===== src/hdl/sem_pkg.sv =====
// Shared types, sizes and Sobel kernels of the RGB edge magnitude block.
// Depends on nothing; every other file of the block imports it.
package sem_pkg;

   localparam int MAX_WIDTH = 1024;
   localparam int COL_W     = $clog2(MAX_WIDTH);
   localparam int WEFF_W    = COL_W + 1;
   localparam int DIM_W     = 11;
   localparam int ROW_W     = DIM_W + 1;
   localparam int CH_W      = 8;
   localparam int NCH       = 3;
   localparam int PIX_W     = CH_W * NCH;
   localparam int LINE_W    = 2 * PIX_W;
   localparam int GRAD_W    = 11;
   localparam int SUMSQ_W   = 21;
   localparam int SAT_LIMIT = 64770;
   localparam int MAG_MAX   = 255;

   localparam logic CSR_WIDTH  = 1'b0;
   localparam logic CSR_HEIGHT = 1'b1;

   localparam int KERN_X [3][3] = '{'{-1, 0, 1}, '{-2, 0, 2}, '{-1, 0, 1}};
   localparam int KERN_Y [3][3] = '{'{-1, -2, -1}, '{0, 0, 0}, '{1, 2, 1}};

   typedef logic [PIX_W-1:0] pix_type;
   typedef logic signed [GRAD_W-1:0] grad_type;

   typedef struct packed {
      logic load;
      logic col_zero;
      logic frame_end;
      logic top_zero;
      logic bot_zero;
   } win_ctl_type;

   // Channel 0 is red in the top byte, channel 2 is blue in the low byte.
   function automatic logic [CH_W-1:0] chan(input pix_type p, input int ch);
      chan = p[PIX_W-1-ch*CH_W -: CH_W];
   endfunction

endpackage


===== src/hdl/sem_window.sv =====
// 3x3 pixel window and the registered Sobel gradients of all three channels.
// Depends on sem_pkg for the kernels, pixel type and control struct.
module sem_window
   import sem_pkg::*;
(
   input  logic        clock,
   input  logic        reset,
   input  win_ctl_type ctl,
   input  pix_type     top_pix,
   input  pix_type     mid_pix,
   input  pix_type     bot_pix,
   output grad_type    gx [NCH],
   output grad_type    gy [NCH]
);

   pix_type  win_ff [3][3];
   pix_type  win_in [3][3];
   pix_type  ew     [3][3];
   pix_type  col_in [3];
   grad_type gx_ff  [NCH];
   grad_type gy_ff  [NCH];
   grad_type gx_in  [NCH];
   grad_type gy_in  [NCH];

   assign col_in[0] = top_pix;
   assign col_in[1] = mid_pix;
   assign col_in[2] = bot_pix;

   // A row start first closes the previous row with a zero right column.
   always_comb begin
      for (int i = 0; i < 3; i++) begin
         ew[i][0] = win_ff[i][1];
         ew[i][1] = win_ff[i][2];
         ew[i][2] = ctl.col_zero ? '0 : col_in[i];
         win_in[i][0] = ctl.col_zero ? '0 : win_ff[i][1];
         win_in[i][1] = ctl.col_zero ? '0 : win_ff[i][2];
         win_in[i][2] = ctl.frame_end ? '0 : col_in[i];
      end
   end

   always_comb begin
      int sx;
      int sy;
      int v;
      for (int ch = 0; ch < NCH; ch++) begin
         sx = 0;
         sy = 0;
         for (int i = 0; i < 3; i++) begin
            for (int j = 0; j < 3; j++) begin
               v = int'(chan(ew[i][j], ch));
               if ((i == 0 && ctl.top_zero) || (i == 2 && ctl.bot_zero)) begin
                  v = 0;
               end
               sx = sx + KERN_X[i][j] * v;
               sy = sy + KERN_Y[i][j] * v;
            end
         end
         gx_in[ch] = GRAD_W'(sx);
         gy_in[ch] = GRAD_W'(sy);
      end
   end

   always_ff @(posedge clock) begin
      if (reset) begin
         for (int i = 0; i < 3; i++) begin
            for (int j = 0; j < 3; j++) begin
               win_ff[i][j] <= '0;
            end
         end
      end else if (ctl.load) begin
         win_ff <= win_in;
      end
   end

   always_ff @(posedge clock) begin
      if (ctl.load) begin
         gx_ff <= gx_in;
         gy_ff <= gy_in;
      end
   end

   assign gx = gx_ff;
   assign gy = gy_ff;

endmodule


===== config.mk =====
export PLATFORM = sky130hd
export DESIGN_NAME = sem_window
export DESIGN_NICKNAME = d
export VERILOG_FILES = /design/src/hdl/sem_pkg.sv /design/src/hdl/sem_window.sv
export SDC_FILE = /design/constraint.sdc
export NUM_CORES = 1
export LEC_CHECK = 0
export BUFFER_PORTS_ARGS = -buffer_cell sky130_fd_sc_hd__buf_4
export CAP_MARGIN = 15
export CORE_AREA = 8 8 257 210
export DETAILED_ROUTE_END_ITERATION = 8
export DIE_AREA = 0 0 265 218
export GPL_TIMING_DRIVEN = 0
export PLACE_DENSITY = 0.57
export SLEW_MARGIN = 20
export SYNTH_ARGS = -nofsm -noshare
export SYNTH_HDL_FRONTEND = slang
export SYNTH_SLANG_ARGS = --single-unit

===== constraint.sdc =====
create_clock -name clock -period 13 [get_ports clock]
set_clock_uncertainty 0.05 [all_clocks]
set_input_delay 1.95 -clock clock [delete_from_list [all_inputs] [get_ports clock]]
set_output_delay 1.95 -clock clock [all_outputs]
set_load 0.05 [all_outputs]

==> run metrics, run 1 <==
outcome finished clean; Crit path arrival time 8.84 ns; clk buf depth 3; DRT Pass-1 Iters 5; Pleak 8.58 nW; worst ir drop on vdd 0.121 mV; Congestion Overflow GR 0; FF+latch count, synth 210; Setup Total Neg Slack 0 ns; Main synth FF type dfxtp_1; antenna-violating nets left 0; post-DP HPWL 42700 um; Cell Rows 74; Sink Count 210; vias in the first global route 13800; Hold Path Class flip-flop to flip-flop; io pins 145; via/cell ratio 4.96; clock slew at reported path FFs 0.06 ns; P per Cell Area 147 nW/um^2; CTS tree done; # DRC 0; Slew Limit Headroom 29.2%; GRT Total Usage 18.3%; overall routed net length 53200 um; vias 13300; reg2reg setup slack 7.77 ns; sequential-to-total area share from yosys stat 28.4%; Fin. Hold Viols 0; CORE AREA 50000 um^2; TritonCTS Buffers 26; clk_lat worst skew 0.56 ns; final core utilization 39.9%; crit path max fanout 10; first-pass GRT wire length 81600 um; yosys warns 0; Post-Syn Nets 2202; Mapped Avg Cell Area 9.31 um^2; Mapped Area 17200 um^2; pin count of the biggest net entering global routing 68; Post-CTS Setup Repair Bufs 0; synth unique cells 54; period utilization 65.9%; highest clock rate 117 MHz; Final Wtd Congestion 0.854; Post-Synthesis Cells 1843; die area 57800 um^2; worst slew pin tran 1.06 ns; CP Capture Type flip-flop; Fin Hold WS 0.416 ns; Pins Over Slew Limit 0; port bufs 141; nets 2371; DR WL/cell 19.9 um; Synth area leaders fa_1 (20%), dfxtp_1 (17%), edfxtp_1 (12%), ha_1 (7.7%), nand2b_1 (6.7%); RSZ-0062 raised after global routing no; Synth async-reset ratio 0%; total power 2.93 mW; die height 218 um; layout cells sized above 1 9.85%; final setup fails 0; max-cap viol count 0; Worst Path Required 13.27 ns; area fraction of the dominant cell type after synthesis 20.3%; Post-CTS Hold Fix Bufs 0; CP Class primary input to flip-flop; Resized Gates After CTS 0; Layout area overhead 16.2%; initial drt markers 927; initial antenna violation count 1; clock root buffer clkbuf_16; # H-tree levels 1; minimum clock period 8.57 ns; die width 265 um; area leader, netlist fa_1; Post-synth EDFFs 66; Initial Utilization 34.3%; Startpoint Class primary input
kinds of logic after synthesis:
logic type / Yosys count / share of synthesized area, %
flip-flops: 210 / 28.4
buffers and inverters: 377 / 8.27
XOR/XNOR: 107 / 5.46
AO/OA/AOI/OAI: 260 / 8.58
AND/OR/NAND/NOR: 609 / 21.3
adder cells (fa/ha/maj): 280 / 28.0
cell usage in the layout (no fill, tap or decap), types with 7 or more instances in the layout:
| cell | instances |
|---|---|
| inv_1 | 289 |
| nand2b_1 | 184 |
| a21oi_1 | 175 |
| fa_1 | 174 |
| dfxtp_1 | 144 |
| nand3b_1 | 142 |
| buf_4 | 141 |
| ha_1 | 106 |
| nand2_1 | 95 |
| xnor2_1 | 80 |
| clkbuf_1 | 79 |
| edfxtp_1 | 66 |
| nor2b_1 | 51 |
| nor2_1 | 48 |
| clkbuf_16 | 31 |
| xor2_1 | 27 |
| nor3_1 | 27 |
| o21ai_0 | 19 |
| and2_1 | 18 |
| a21o_1 | 15 |
| o21ai_1 | 11 |
| and3_1 | 9 |
| or4_1 | 8 |
| buf_1 | 7 |
| o22ai_1 | 7 |
worst max-delay path, stage by stage:
cell	delay (ns)
buf_2	0.22
inv_2	0.09
clkbuf_1	0.69
clkbuf_1	0.69
clkbuf_1	0.67
nand2_1	0.34
ha_1	0.27
buf_2	0.18
xnor2_1	0.42
fa_1	0.50
fa_1	0.54
inv_1	0.05
fa_1	0.46
inv_1	0.07
ha_1	0.19
inv_1	0.06
fa_1	0.40
nor2b_1	0.16
o21ai_0	0.15
a21boi_1	0.29
o21ai_0	0.15
nor2b_1	0.16
xnor2_1	0.12
cell type report:
| class | count | area, um^2 |
|---|---|---|
| Timing Repair Buffer | 141 | 1060 |
| Clock inverter | 7 | 67.6 |
| Buffer | 86 | 327 |
| Sequential cell | 210 | 4860 |
| Tap cell | 646 | 808 |
| Inverter | 291 | 1090 |
| Antenna cell | 2 | 5.00 |
| Clock buffer | 39 | 843 |
| Fill cell | 5053 | 30100 |
| Multi-Input combinational cell | 1256 | 10900 |
state kept, by name (all words and copies together) (netlist names):
name	count
gy	33
gx	33
ew	144
metrics by stage:
step                instance area, um^2  worst slack, ns  cells
floorplan                         17200             5.80   1843
global placement                  19000             4.09   2630
detailed placement                19000             4.07   2630
CTS                               19900             4.65   2676
global route                      19900             4.28   2676
finish                            19900             4.43   2678
synthesized netlist by cell type (3+ instances only):
cell and n:
o311ai_1 3, a32o_1 4, clkbuf_1 76, nor2b_1 51, edfxtp_1 66, or3_1 5
and2_1 18, or4_1 8, o21a_1 3, dfxtp_1 144, o21ai_0 19, ha_1 106
buf_1 7, or2_2 3, a32oi_1 3, nor3_1 27, a21oi_1 175, o41ai_1 4
o22ai_1 7, and3_1 9, buf_2 3, nand2_1 95, a21o_1 15, xnor2_1 80
fa_1 174, nor4_1 6, o21ai_1 11, nand3b_1 142, inv_1 289, xor2_1 27
nand3_1 3, nand2b_1 184, nor2_1 48
routing by layer:
layer	routed length, um	up-vias	GRT usage [%]
li1	-	6259	-
met1	24400	6526	25.6
met2	23300	420	28.5
met3	3870	86	3.47
met4	1690	2	5.35
met5	13	-	0
final timing paths:
path,from,end,cells after the start
setup / recovery,ctl[1],gx[8],23
hold / removal,ew[48],ew[48],2
setup reg to reg,ew[208],gx[32],17
hold reg to reg,ew[48],ew[48],2
power breakdown:
part	switching (mW)	internal, mW
clock	0.314	0.467
combinational	0.803	0.493
sequential	0.0345	0.822
total	1.15	1.78
No activity file was read; power rests on OpenSTA's default activity.
==> inputs of run 2 (changes only) <==
ABC_AREA = 1   (was unset)
CORE_AREA = 8 8 255 208   (was 8 8 257 210)
DIE_AREA = 0 0 263 216   (was 0 0 265 218)
PLACE_DENSITY = 0.59   (was 0.57)
clock period = 7.75 ns   (was 13 ns; I/O delays follow)
==> run metrics, run 2 <==
initial drt markers 1107; most common cell after layout, fill and taps aside nand2_1; die area 56800 um^2; Max stage delay cell, worst path nor2_1; Congestion Overflow GR 0; Crit path arrival time 6.41 ns; first-pass GRT wire length 81900 um; Setup Total Neg Slack 0 ns; Mapped Area 16900 um^2; GRT Total Usage 18.3%; vias 14200; synth unique cells 39; multi-input logic area 10100 um^2; Inst Count DP 2847; area leader, netlist fa_1; top-count cell post-synth nand2_1; outcome finished clean; R2R Path End gy[32]; Startpoint Class primary input; Synth area leaders fa_1 (21%), dfxtp_1 (17%), edfxtp_1 (12%), nand2_1 (9.5%), inv_1 (9.0%); clk_lat worst skew 0.58 ns; FF+latch count, synth 210; period utilization 79.1%; area taken by flip-flops and latches 4860 um^2; nets 2597; final setup fails 0; Power Internal 3.67 mW; max-cap viol count 0; Mapped Avg Cell Area 8.16 um^2; Initial Utilization 34.5%; yosys warns 0; die width 263 um; CORE AREA 49000 um^2; hold_sp ew[119]; highest clock rate 163 MHz; reg2reg setup slack 2.88 ns; vias in the first global route 14400; crit path max fanout 10; WHS Endpoint ew[143]; initial antenna violation count 1; Largest register FFs 144; Psw 2.98 mW; # DRC 0; Main synth FF type dfxtp_1; r2r startpoint ew[208]; TritonCTS Buffers 26; Synth async-reset ratio 0%; pin count of the biggest net entering global routing 68; Pleak 9.56 nW; CP Capture Type flip-flop; Cell Rows 73; Hold Path Class flip-flop to flip-flop; Post-CTS Hold Fix Bufs 0; clock slew at reported path FFs 0.06 ns; io pins 145; most frequent cells after synthesis nand2_1 (427), inv_1 (405), a21oi_1 (187); overall routed net length 52800 um; Slew Limit Headroom 26.1%; CP Cell Sequence buf_4 > clkbuf_1 > nor2_1 > buf_2 > nand2_1 > fa_1 > inv_1 > fa_1 > inv_1 > fa_1 > inv_1 > ha_1 > inv_1 > fa_1 > o21ai_0 > a31oi_1 > nand3_1 > nand2_1; Critical Path Source ctl[1]; minimum clock period 6.13 ns; port bufs 143; CTS tree done; diode count 0; cells on worst reg2reg path 22; fin cells 2894; die height 216 um; Post-Synthesis Cells 2067; DRT Pass-1 Iters 5; total power 6.66 mW; # H-tree levels 1; Layout area overhead 16.6%; worst slew pin tran 1.11 ns; Post-Syn Nets 2426; sequential share of power 24.0%; hold depth 2; Pins Over Slew Limit 0; Net Sw Frac 44.8%; post-DP HPWL 43300 um; sequential-to-total area share from yosys stat 28.8%; worst ir drop on vdd 0.232 mV; Sink Count 210; via/cell ratio 4.92; clk buf depth 3; area fraction of the dominant cell type after synthesis 20.6%; CP Class primary input to flip-flop; Resized Gates After CTS 0; layout cells sized above 1 10.3%; Post-CTS Setup Repair Bufs 0; Final Wtd Congestion 0.908; leading cell types in the layout, fill and taps excluded nand2_1 (427), inv_1 (405), a21oi_1 (187); clock root buffer clkbuf_16; combinational share of power 56.4%; P per Cell Area 338 nW/um^2; DR WL/cell 18.2 um; clock share of power 19.6%; antenna-violating nets left 0; Max stage delay on crit path 0.86 ns; Post-synth EDFFs 66; Layout fillers 5017; Worst Path Required 8.03 ns; RSZ-0062 raised after global routing no; Fin. Hold Viols 0
run 2: changes by cell type in the layout (fill, tap and decap cells not counted), moves of 16 or more:
cell	change
xor2_1	+29
xnor2_1	-44
nand2b_1	-184
nor2_1	+32
nand2_1	+332
o21ai_0	+150
nor2b_1	-51
clkbuf_1	-19
and2_1	-18
nand3b_1	-137
nor3_1	-16
nand3_1	+47
inv_1	+116
run 2: through the flow:
step	util, %	hold WS, ns	area (um^2)	setup WS, ns
floorplan	-	0.390	16900	2.56
global placement	38.3	0.399	18700	1.14
detailed placement	38.3	0.404	18700	1.14
CTS	40.2	0.413	19700	1.75
global route	40.2	0.432	19700	1.54
finish	40.2	0.415	19700	1.62
run 2: worst max-delay path by stage:
stage,endpoint,slack [ns],cells past startpoint
2_1_floorplan,gx[19],2.56,18
3_3_place_gp,gx[10],1.14,18
3_5_place_dp,gx[10],1.14,18
4_1_cts,gx[10],1.75,18
5_1_grt,gx[10],1.54,18
6_report,gx[10],1.62,18
run 2: power groups by stage:
stage,registers [mW],clock network (mW),logic (mW)
4_1_cts,1.60,1.33,3.81
3_5_place_dp,1.62,0,3.77
3_3_place_gp,1.62,0,3.74
5_1_grt,1.62,1.38,4.27
6_report,1.59,1.31,3.75
2_1_floorplan,2.16,0,2.28
run 2: critical path: cells and delay by family:
family	cells	cell delay (ns)
fa+ha+maj	5	2.17
buf+inv	7	1.29
simple gates	4	1.28
compound gates	2	0.48
run 2: layer usage:
metal	track usage (%)	vias to the layer above	wire length, um
li1	-	6809	-
met1	26.1	6877	24900
met2	28.4	474	22800
met3	3.16	79	3590
met4	5.06	2	1510
met5	0	-	13
run 2: logic make-up after synthesis:
family	synth area share (%)
AND/OR/NAND/NOR	14.7
flip-flops	28.8
buffers and inverters	11.1
AO/OA/AOI/OAI	12.1
XOR/XNOR	4.77
adder cells (fa/ha/maj)	28.5
run 2: area by class of cell:
cell class	count	area share (%)
repair buffers	143	5.46
flip-flops and latches	210	24.7
multi-input cells	1368	51.5
well taps	637	4.05
clock buffers	37	4.15
clock inverters	10	0.553
inverters	410	7.82
plain buffers	79	1.72
