File: src/hdl/sem_pkg.sv
// Shared types, sizes and Sobel kernels of the RGB edge magnitude block.
// Depends on nothing; every other file of the block imports it.
package sem_pkg;

   localparam int MAX_WIDTH = 1024;
   localparam int COL_W     = $clog2(MAX_WIDTH);
   localparam int WEFF_W    = COL_W + 1;
   localparam int DIM_W     = 11;
   localparam int ROW_W     = DIM_W + 1;
   localparam int CH_W      = 8;
   localparam int NCH       = 3;
   localparam int PIX_W     = CH_W * NCH;
   localparam int LINE_W    = 2 * PIX_W;
   localparam int GRAD_W    = 11;
   localparam int SUMSQ_W   = 21;
   localparam int SAT_LIMIT = 64770;
   localparam int MAG_MAX   = 255;

   localparam logic CSR_WIDTH  = 1'b0;
   localparam logic CSR_HEIGHT = 1'b1;

   localparam int KERN_X [3][3] = '{'{-1, 0, 1}, '{-2, 0, 2}, '{-1, 0, 1}};
   localparam int KERN_Y [3][3] = '{'{-1, -2, -1}, '{0, 0, 0}, '{1, 2, 1}};

   typedef logic [PIX_W-1:0] pix_type;
   typedef logic signed [GRAD_W-1:0] grad_type;

   typedef struct packed {
      logic load;
      logic col_zero;
      logic frame_end;
      logic top_zero;
      logic bot_zero;
   } win_ctl_type;

   // Channel 0 is red in the top byte, channel 2 is blue in the low byte.
   function automatic logic [CH_W-1:0] chan(input pix_type p, input int ch);
      chan = p[PIX_W-1-ch*CH_W -: CH_W];
   endfunction

endpackage

File: src/hdl/sem_root.sv
// Rounded, saturated gradient magnitude for three channels: squares, then a bit-serial root.
// Depends on sem_pkg for widths and the saturation limit.
module sem_root
   import sem_pkg::*;
(
   input  logic            clock,
   input  logic            reset,
   input  logic            start,
   input  grad_type        gx   [NCH],
   input  grad_type        gy   [NCH],
   output logic [CH_W-1:0] mag  [NCH],
   output logic            done
);

   localparam logic [1:0] R_IDLE  = 2'd0;
   localparam logic [1:0] R_SQ    = 2'd1;
   localparam logic [1:0] R_ITER  = 2'd2;
   localparam logic [1:0] R_ROUND = 2'd3;

   logic [1:0]              phase_ff, phase_in;
   logic [$clog2(CH_W)-1:0] bit_ff, bit_in;
   logic                    done_ff, done_in;
   logic [SUMSQ_W-1:0]      s_ff   [NCH];
   logic [SUMSQ_W-1:0]      s_in   [NCH];
   logic [CH_W-1:0]         q_ff   [NCH];
   logic [CH_W-1:0]         q_in   [NCH];
   logic [CH_W-1:0]         mag_ff [NCH];
   logic [CH_W-1:0]         mag_in [NCH];

   always_comb begin
      logic signed [2*GRAD_W-1:0] px;
      logic signed [2*GRAD_W-1:0] py;
      logic [CH_W-1:0]            t;
      logic [2*CH_W-1:0]          tt;
      logic [2*CH_W:0]            qq;
      phase_in = phase_ff;
      bit_in   = bit_ff;
      done_in  = 1'b0;
      s_in     = s_ff;
      q_in     = q_ff;
      mag_in   = mag_ff;
      px = '0;
      py = '0;
      t  = '0;
      tt = '0;
      qq = '0;
      case (phase_ff)
         R_IDLE: begin
            if (start) begin
               phase_in = R_SQ;
            end
         end
         R_SQ: begin
            for (int ch = 0; ch < NCH; ch++) begin
               px = gx[ch] * gx[ch];
               py = gy[ch] * gy[ch];
               s_in[ch] = px[SUMSQ_W-1:0] + py[SUMSQ_W-1:0];
               q_in[ch] = '0;
            end
            bit_in   = '1;
            phase_in = R_ITER;
         end
         R_ITER: begin
            // One result bit per cycle, most significant first.
            for (int ch = 0; ch < NCH; ch++) begin
               t  = q_ff[ch] | (CH_W'(1) << bit_ff);
               tt = t * t;
               if (SUMSQ_W'(tt) <= s_ff[ch]) begin
                  q_in[ch] = t;
               end
            end
            bit_in = bit_ff - 1'b1;
            if (bit_ff == '0) begin
               phase_in = R_ROUND;
            end
         end
         R_ROUND: begin
            for (int ch = 0; ch < NCH; ch++) begin
               qq = (2*CH_W+1)'(q_ff[ch] * q_ff[ch]) + (2*CH_W+1)'(q_ff[ch]);
               if (s_ff[ch] > SUMSQ_W'(SAT_LIMIT)) begin
                  mag_in[ch] = CH_W'(MAG_MAX);
               end else if (s_ff[ch] > SUMSQ_W'(qq)) begin
                  mag_in[ch] = q_ff[ch] + 1'b1;
               end else begin
                  mag_in[ch] = q_ff[ch];
               end
            end
            done_in  = 1'b1;
            phase_in = R_IDLE;
         end
         default: begin
            phase_in = R_IDLE;
         end
      endcase
   end

   always_ff @(posedge clock) begin
      if (reset) begin
         phase_ff <= R_IDLE;
         done_ff  <= 1'b0;
      end else begin
         phase_ff <= phase_in;
         done_ff  <= done_in;
      end
   end

   always_ff @(posedge clock) begin
      bit_ff <= bit_in;
      s_ff   <= s_in;
      q_ff   <= q_in;
      mag_ff <= mag_in;
   end

   assign mag  = mag_ff;
   assign done = done_ff;

endmodule

File: config.mk
export PLATFORM = sky130hd
export DESIGN_NAME = sem_root
export DESIGN_NICKNAME = d
export VERILOG_FILES = /design/src/hdl/sem_pkg.sv /design/src/hdl/sem_root.sv
export SDC_FILE = /design/constraint.sdc
export NUM_CORES = 2
export LEC_CHECK = 0
export BUFFER_PORTS_ARGS = -buffer_cell sky130_fd_sc_hd__buf_4
export CORE_MARGIN = 5
export CORE_UTILIZATION = 25
export CTS_BUF_LIST = sky130_fd_sc_hd__clkbuf_4 sky130_fd_sc_hd__clkbuf_8 sky130_fd_sc_hd__clkbuf_16
export CTS_CLUSTER_SIZE = 8
export DETAILED_ROUTE_END_ITERATION = 8
export GPL_ROUTABILITY_DRIVEN = 0
export HOLD_SLACK_MARGIN = 0.08
export PLACE_DENSITY = 0.35
export SLEW_MARGIN = 20
export SYNTH_ARGS = -nofsm -noshare
export SYNTH_HDL_FRONTEND = slang
export SYNTH_SLANG_ARGS = --single-unit
File: constraint.sdc
create_clock -name clock -period 7.65 [get_ports clock]
set_input_delay 0 -clock clock [delete_from_list [all_inputs] [get_ports clock]]
set_output_delay 0 -clock clock [all_outputs]
set_load 0.01 [all_outputs]
==> run_summary.xml <==
<?xml version="1.0" encoding="UTF-8"?>
<metrics>
  <group name="finish">
    <metric name="num-nets-final" unit="">6000</metric>
    <metric name="ratio_of_cells_with_drive_above_1_in_the_final_layout" unit="%">4.56</metric>
    <metric name="stdcell_count" unit="">6763</metric>
    <metric name="n_antenna_cell" unit="">0</metric>
    <metric name="area_growth_syn_to_layout" unit="%">9.97</metric>
    <metric name="final_design_area_no_fill" unit="mm^2">0.0459</metric>
    <metric name="nFillCells" unit="">17958</metric>
  </group>
  <group name="status">
    <metric name="run_status" unit="">finished, final reports clean</metric>
  </group>
  <group name="grt">
    <metric name="antenna_violations_before_repair" unit="">2</metric>
    <metric name="grt_remaining_overflow" unit="">0</metric>
    <metric name="grt_start_max_net_pins" unit="">44</metric>
    <metric name="grt_first_pass_wirelength" unit="mm">169</metric>
    <metric name="grt_use_total" unit="%">12.1</metric>
    <metric name="via_count_of_the_first_global_routing_pass" unit="">30781</metric>
  </group>
  <group name="critical_path">
    <metric name="cp_max_fo" unit="">9</metric>
    <metric name="critical_path_required" unit="ns">7.82</metric>
    <metric name="worstSetupEndpointType" unit="">register</metric>
    <metric name="slowest_stage" unit="">sky130_fd_sc_hd__fa_1</metric>
    <metric name="regToRegEndpoint" unit="">q_ff[17]$_SDFFCE_PN0P_</metric>
    <metric name="timing.critical_path.cells" unit="">inv_1, ha_1, nor2b_1, nor2_1, nor2_1, fa_1, fa_1, inv_1, fa_1, fa_1, inv_1, ha_1, or4_1, a21oi_1, xnor2_1, ha_1, a21o_1, a21o_1, a21oi_1, nor2b_1, o21ai_0, or4b_1, a21oi_1, buf_4</metric>
    <metric name="cp-start-kind" unit="">register</metric>
    <metric name="critPathArrivalTime" unit="ns">7.26</metric>
    <metric name="path_class" unit="">reg -&gt; reg</metric>
    <metric name="timing.rr.start" unit="">bit_ff[1]$_SDFFCE_PN1P_</metric>
    <metric name="critical_path.most_common_cell" unit="">sky130_fd_sc_hd__fa_1</metric>
    <metric name="r2r_slack" unit="ns">0.56</metric>
    <metric name="reg2regPathDepth" unit="">24</metric>
    <metric name="worst-path-buf-inv" unit="">4</metric>
    <metric name="cpPeakStageDelay" unit="ns">0.55</metric>
    <metric name="critical_path.top_delay_family" unit="">adder cells</metric>
  </group>
  <group name="synthesis">
    <metric name="syn-mean-instance-area" unit="um^2">9.32</metric>
    <metric name="synth_largest_type_area_fraction" unit="%">40.8</metric>
    <metric name="ys_seq_area_share" unit="%">8.34</metric>
    <metric name="synthesis.yosys.warnings" unit="">0</metric>
    <metric name="syn-instance-count" unit="">4479</metric>
    <metric name="synth_edf_count" unit="">114</metric>
    <metric name="ys_top_cells_by_area" unit="">sky130_fd_sc_hd__fa_1 (41%), sky130_fd_sc_hd__ha_1 (16%), sky130_fd_sc_hd__inv_1 (12%), sky130_fd_sc_hd__edfxtp_1 (8.2%), sky130_fd_sc_hd__xnor2_1 (3.5%)</metric>
    <metric name="ys_ff_latch" unit="">117</metric>
    <metric name="synth_top_area_cell" unit="">sky130_fd_sc_hd__fa_1</metric>
    <metric name="synthFlopType" unit="">sky130_fd_sc_hd__edfxtp_1</metric>
    <metric name="synth.top_cells.by_count" unit="">sky130_fd_sc_hd__inv_1 (1306), sky130_fd_sc_hd__fa_1 (851), sky130_fd_sc_hd__ha_1 (534)</metric>
    <metric name="ys_async_sr_fraction" unit="%">0</metric>
    <metric name="netlist_area" unit="mm^2">0.0418</metric>
    <metric name="post-synth-top-count-cell" unit="">sky130_fd_sc_hd__inv_1</metric>
    <metric name="netlist-cell-type-count" unit="">79</metric>
  </group>
  <group name="sta">
    <metric name="setup_ws" unit="ns">0.556</metric>
    <metric name="max_slew.worst_pin.slew" unit="ns">0.698</metric>
    <metric name="post-route-period-util" unit="%">92.7</metric>
    <metric name="maxClockFrequency" unit="MHz">141</metric>
    <metric name="maxSlewHeadroom" unit="%">52.3</metric>
    <metric name="totalNegativeSetupSlack" unit="ns">0</metric>
    <metric name="grt_setup_unrepaired" unit="">no</metric>
    <metric name="timing.final.setup_violations" unit="">0</metric>
    <metric name="timing.final.max_slew_violations" unit="">0</metric>
    <metric name="layout_min_cycle_time" unit="ns">7.09</metric>
    <metric name="clock_skew" unit="ns">0.0133</metric>
    <metric name="timing_hold_violations_final" unit="">0</metric>
  </group>
  <group name="placement">
    <metric name="detailedPlacementHpwl" unit="mm">90.1</metric>
    <metric name="place.port_buffers" unit="">93</metric>
    <metric name="detailedPlace.worstSlack" unit="ns">0.458</metric>
    <metric name="dpl_cell_area" unit="mm^2">0.0452</metric>
    <metric name="place_inst" unit="">6720</metric>
  </group>
  <group name="clock_tree">
    <metric name="tritoncts.num_buffers" unit="">17</metric>
    <metric name="ctsLongestPathBuffers" unit="">2</metric>
    <metric name="clockRootBuffer" unit="">sky130_fd_sc_hd__clkbuf_16</metric>
    <metric name="tritoncts" unit="">yes</metric>
    <metric name="clk_pin_slew_worst_paths" unit="ns">0.06</metric>
    <metric name="cts_sinks" unit="">117</metric>
    <metric name="cts.htree.levels" unit="">4</metric>
    <metric name="cts.repair_timing.setup_buffer_count" unit="">0</metric>
    <metric name="worstSkewPairLatency" unit="ns">0.47</metric>
  </group>
  <group name="detailed_routing">
    <metric name="dr.pass1.iters" unit="">5</metric>
    <metric name="route.detailed.drc" unit="">0</metric>
    <metric name="post_drt_via_cell_ratio" unit="">4.09</metric>
    <metric name="routed-via-count" unit="">27680</metric>
    <metric name="route.final.wire_length" unit="mm">101</metric>
    <metric name="drtIter0Drc" unit="">912</metric>
    <metric name="antenna_violating_nets_post_route" unit="">0</metric>
    <metric name="routed_wire_length_per_instance" unit="um">15.0</metric>
  </group>
  <group name="floorplanning">
    <metric name="io-pin-count" unit="">94</metric>
    <metric name="num_rows" unit="">150</metric>
    <metric name="die_height" unit="um">419</metric>
    <metric name="dieWidth" unit="um">419</metric>
    <metric name="dieArea" unit="mm^2">0.175</metric>
    <metric name="placeableCoreArea" unit="mm^2">0.167</metric>
    <metric name="initial_utilization" unit="%">25.1</metric>
  </group>
  <group name="min_path">
    <metric name="hold_crit_path_type" unit="">in -&gt; reg</metric>
    <metric name="min_delay_worst_endpoint" unit="">s_ff[23]$_DFFE_PP_</metric>
    <metric name="holdPathStages" unit="">3</metric>
    <metric name="worst_hold_startpoint" unit="">gx[12]</metric>
  </group>
  <group name="flow_run">
    <metric name="timing.max_cap.violations" unit="">0</metric>
  </group>
</metrics>
-- what timing repair did --
item,in CTS,in global routing
setup endpoints to repair,0,3
endpoints found under the hold margin,9,0
hold buffers,11,0
resized for setup,0,1
-- layer usage --
metal / global-route usage (%) / wire, um / up-vias
met1: 17.2 / 49800 / 13812
met3: 0.994 / 1840 / 47
met5: 0 / 13 / -
li1: - / - / 13611
met4: 1.65 / 866 / 2
met2: 20.6 / 48600 / 208
-- worst reg2reg max path, cell delays in order (launching register included) --
cell and delay (ns):
sky130_fd_sc_hd__edfxtp_1 0.41, sky130_fd_sc_hd__inv_1 0.12, sky130_fd_sc_hd__ha_1 0.22, sky130_fd_sc_hd__nor2b_1 0.47, sky130_fd_sc_hd__nor2_1 0.29, sky130_fd_sc_hd__nor2_1 0.27, sky130_fd_sc_hd__fa_1 0.46, sky130_fd_sc_hd__fa_1 0.55
sky130_fd_sc_hd__inv_1 0.05, sky130_fd_sc_hd__fa_1 0.50, sky130_fd_sc_hd__fa_1 0.54, sky130_fd_sc_hd__inv_1 0.04, sky130_fd_sc_hd__ha_1 0.25, sky130_fd_sc_hd__or4_1 0.53, sky130_fd_sc_hd__a21oi_1 0.19, sky130_fd_sc_hd__xnor2_1 0.14
sky130_fd_sc_hd__ha_1 0.27, sky130_fd_sc_hd__a21o_1 0.16, sky130_fd_sc_hd__a21o_1 0.16, sky130_fd_sc_hd__a21oi_1 0.16, sky130_fd_sc_hd__nor2b_1 0.06, sky130_fd_sc_hd__o21ai_0 0.14, sky130_fd_sc_hd__or4b_1 0.44, sky130_fd_sc_hd__a21oi_1 0.16
sky130_fd_sc_hd__buf_4 0.20
-- cell type report --
cell class | instances | area, um^2 | share of cell area [%]
multi-input cells | 2955 | 33000 | 71.9
inverters | 1306 | 4900 | 10.7
flip-flops and latches | 117 | 3480 | 7.58
well taps | 2204 | 2760 | 6.00
repair buffers | 149 | 1150 | 2.50
clock buffers | 21 | 468 | 1.02
clock inverters | 11 | 151 | 0.330
-- state kept, by name, summed over array words and instances (netlist names) --
| register | cells |
|---|---|
| mag | 24 |
| q_ff | 24 |
| done | 1 |
| s_ff | 63 |
| bit_ff | 3 |
| phase_ff | 2 |
-- cell usage in the layout, fill, tap and decap left out, types with 25 or more instances in the layout --
| master | count |
|---|---|
| sky130_fd_sc_hd__nor2_1 | 211 |
| sky130_fd_sc_hd__nor3_1 | 33 |
| sky130_fd_sc_hd__fa_1 | 851 |
| sky130_fd_sc_hd__xor2_1 | 51 |
| sky130_fd_sc_hd__inv_1 | 1306 |
| sky130_fd_sc_hd__a21o_1 | 47 |
| sky130_fd_sc_hd__nand2b_1 | 31 |
| sky130_fd_sc_hd__a21oi_1 | 118 |
| sky130_fd_sc_hd__and2_1 | 166 |
| sky130_fd_sc_hd__buf_4 | 138 |
| sky130_fd_sc_hd__nor2b_1 | 93 |
| sky130_fd_sc_hd__xnor2_1 | 169 |
| sky130_fd_sc_hd__ha_1 | 533 |
| sky130_fd_sc_hd__edfxtp_1 | 114 |
| sky130_fd_sc_hd__o21a_1 | 40 |
| sky130_fd_sc_hd__nand2_1 | 282 |
| sky130_fd_sc_hd__o21ai_0 | 75 |
| sky130_fd_sc_hd__nand4_1 | 25 |
-- per-stage QoR --
step | hold slack, ns | util [%]
finish | 0.134 | 27.6
global placement | 0.230 | 27.1
floorplan | 0.0716 | -
global route | 0.124 | 27.6
detailed placement | 0.229 | 27.1
CTS | 0.0845 | 27.6
-- how the worst max path moves through the flow --
stage | to | slack (ns) | from | cells after the start
after global placement | mag[23]$_SDFFCE_PN1P_ | 0.40 | q_ff[17]$_SDFFCE_PN0P_ | 23
after global routing | q_ff[3]$_SDFFCE_PN0P_ | 0.02 | bit_ff[0]$_SDFFCE_PN1P_ | 24
final | q_ff[17]$_SDFFCE_PN0P_ | 0.56 | bit_ff[1]$_SDFFCE_PN1P_ | 24
after detailed placement | mag[23]$_SDFFCE_PN1P_ | 0.46 | q_ff[17]$_SDFFCE_PN0P_ | 23
after CTS | mag[23]$_SDFFCE_PN1P_ | 0.43 | q_ff[17]$_SDFFCE_PN0P_ | 23
after floorplan | q_ff[16]$_SDFFCE_PN0P_ | 0.78 | bit_ff[0]$_SDFFCE_PN1P_ | 25
-- logic make-up (layout without fill, tap and decap cells) --
family,count (synthesis),after routing,synth area share [%]
AO/OA/AOI/OAI,402,402,6.26
other,2,4,0.0180
XOR/XNOR,220,220,4.61
flip-flops,117,117,8.34
adder cells (fa/ha/maj),1385,1385,56.8
buffers and inverters,1409,1487,12.7
multiplexers,7,7,0.180
AND/OR/NAND/NOR,937,937,11.1
Power is left out: the tool's default activity adds up to more than one toggle a clock period on the data nets, which glitch-free logic cannot reach.
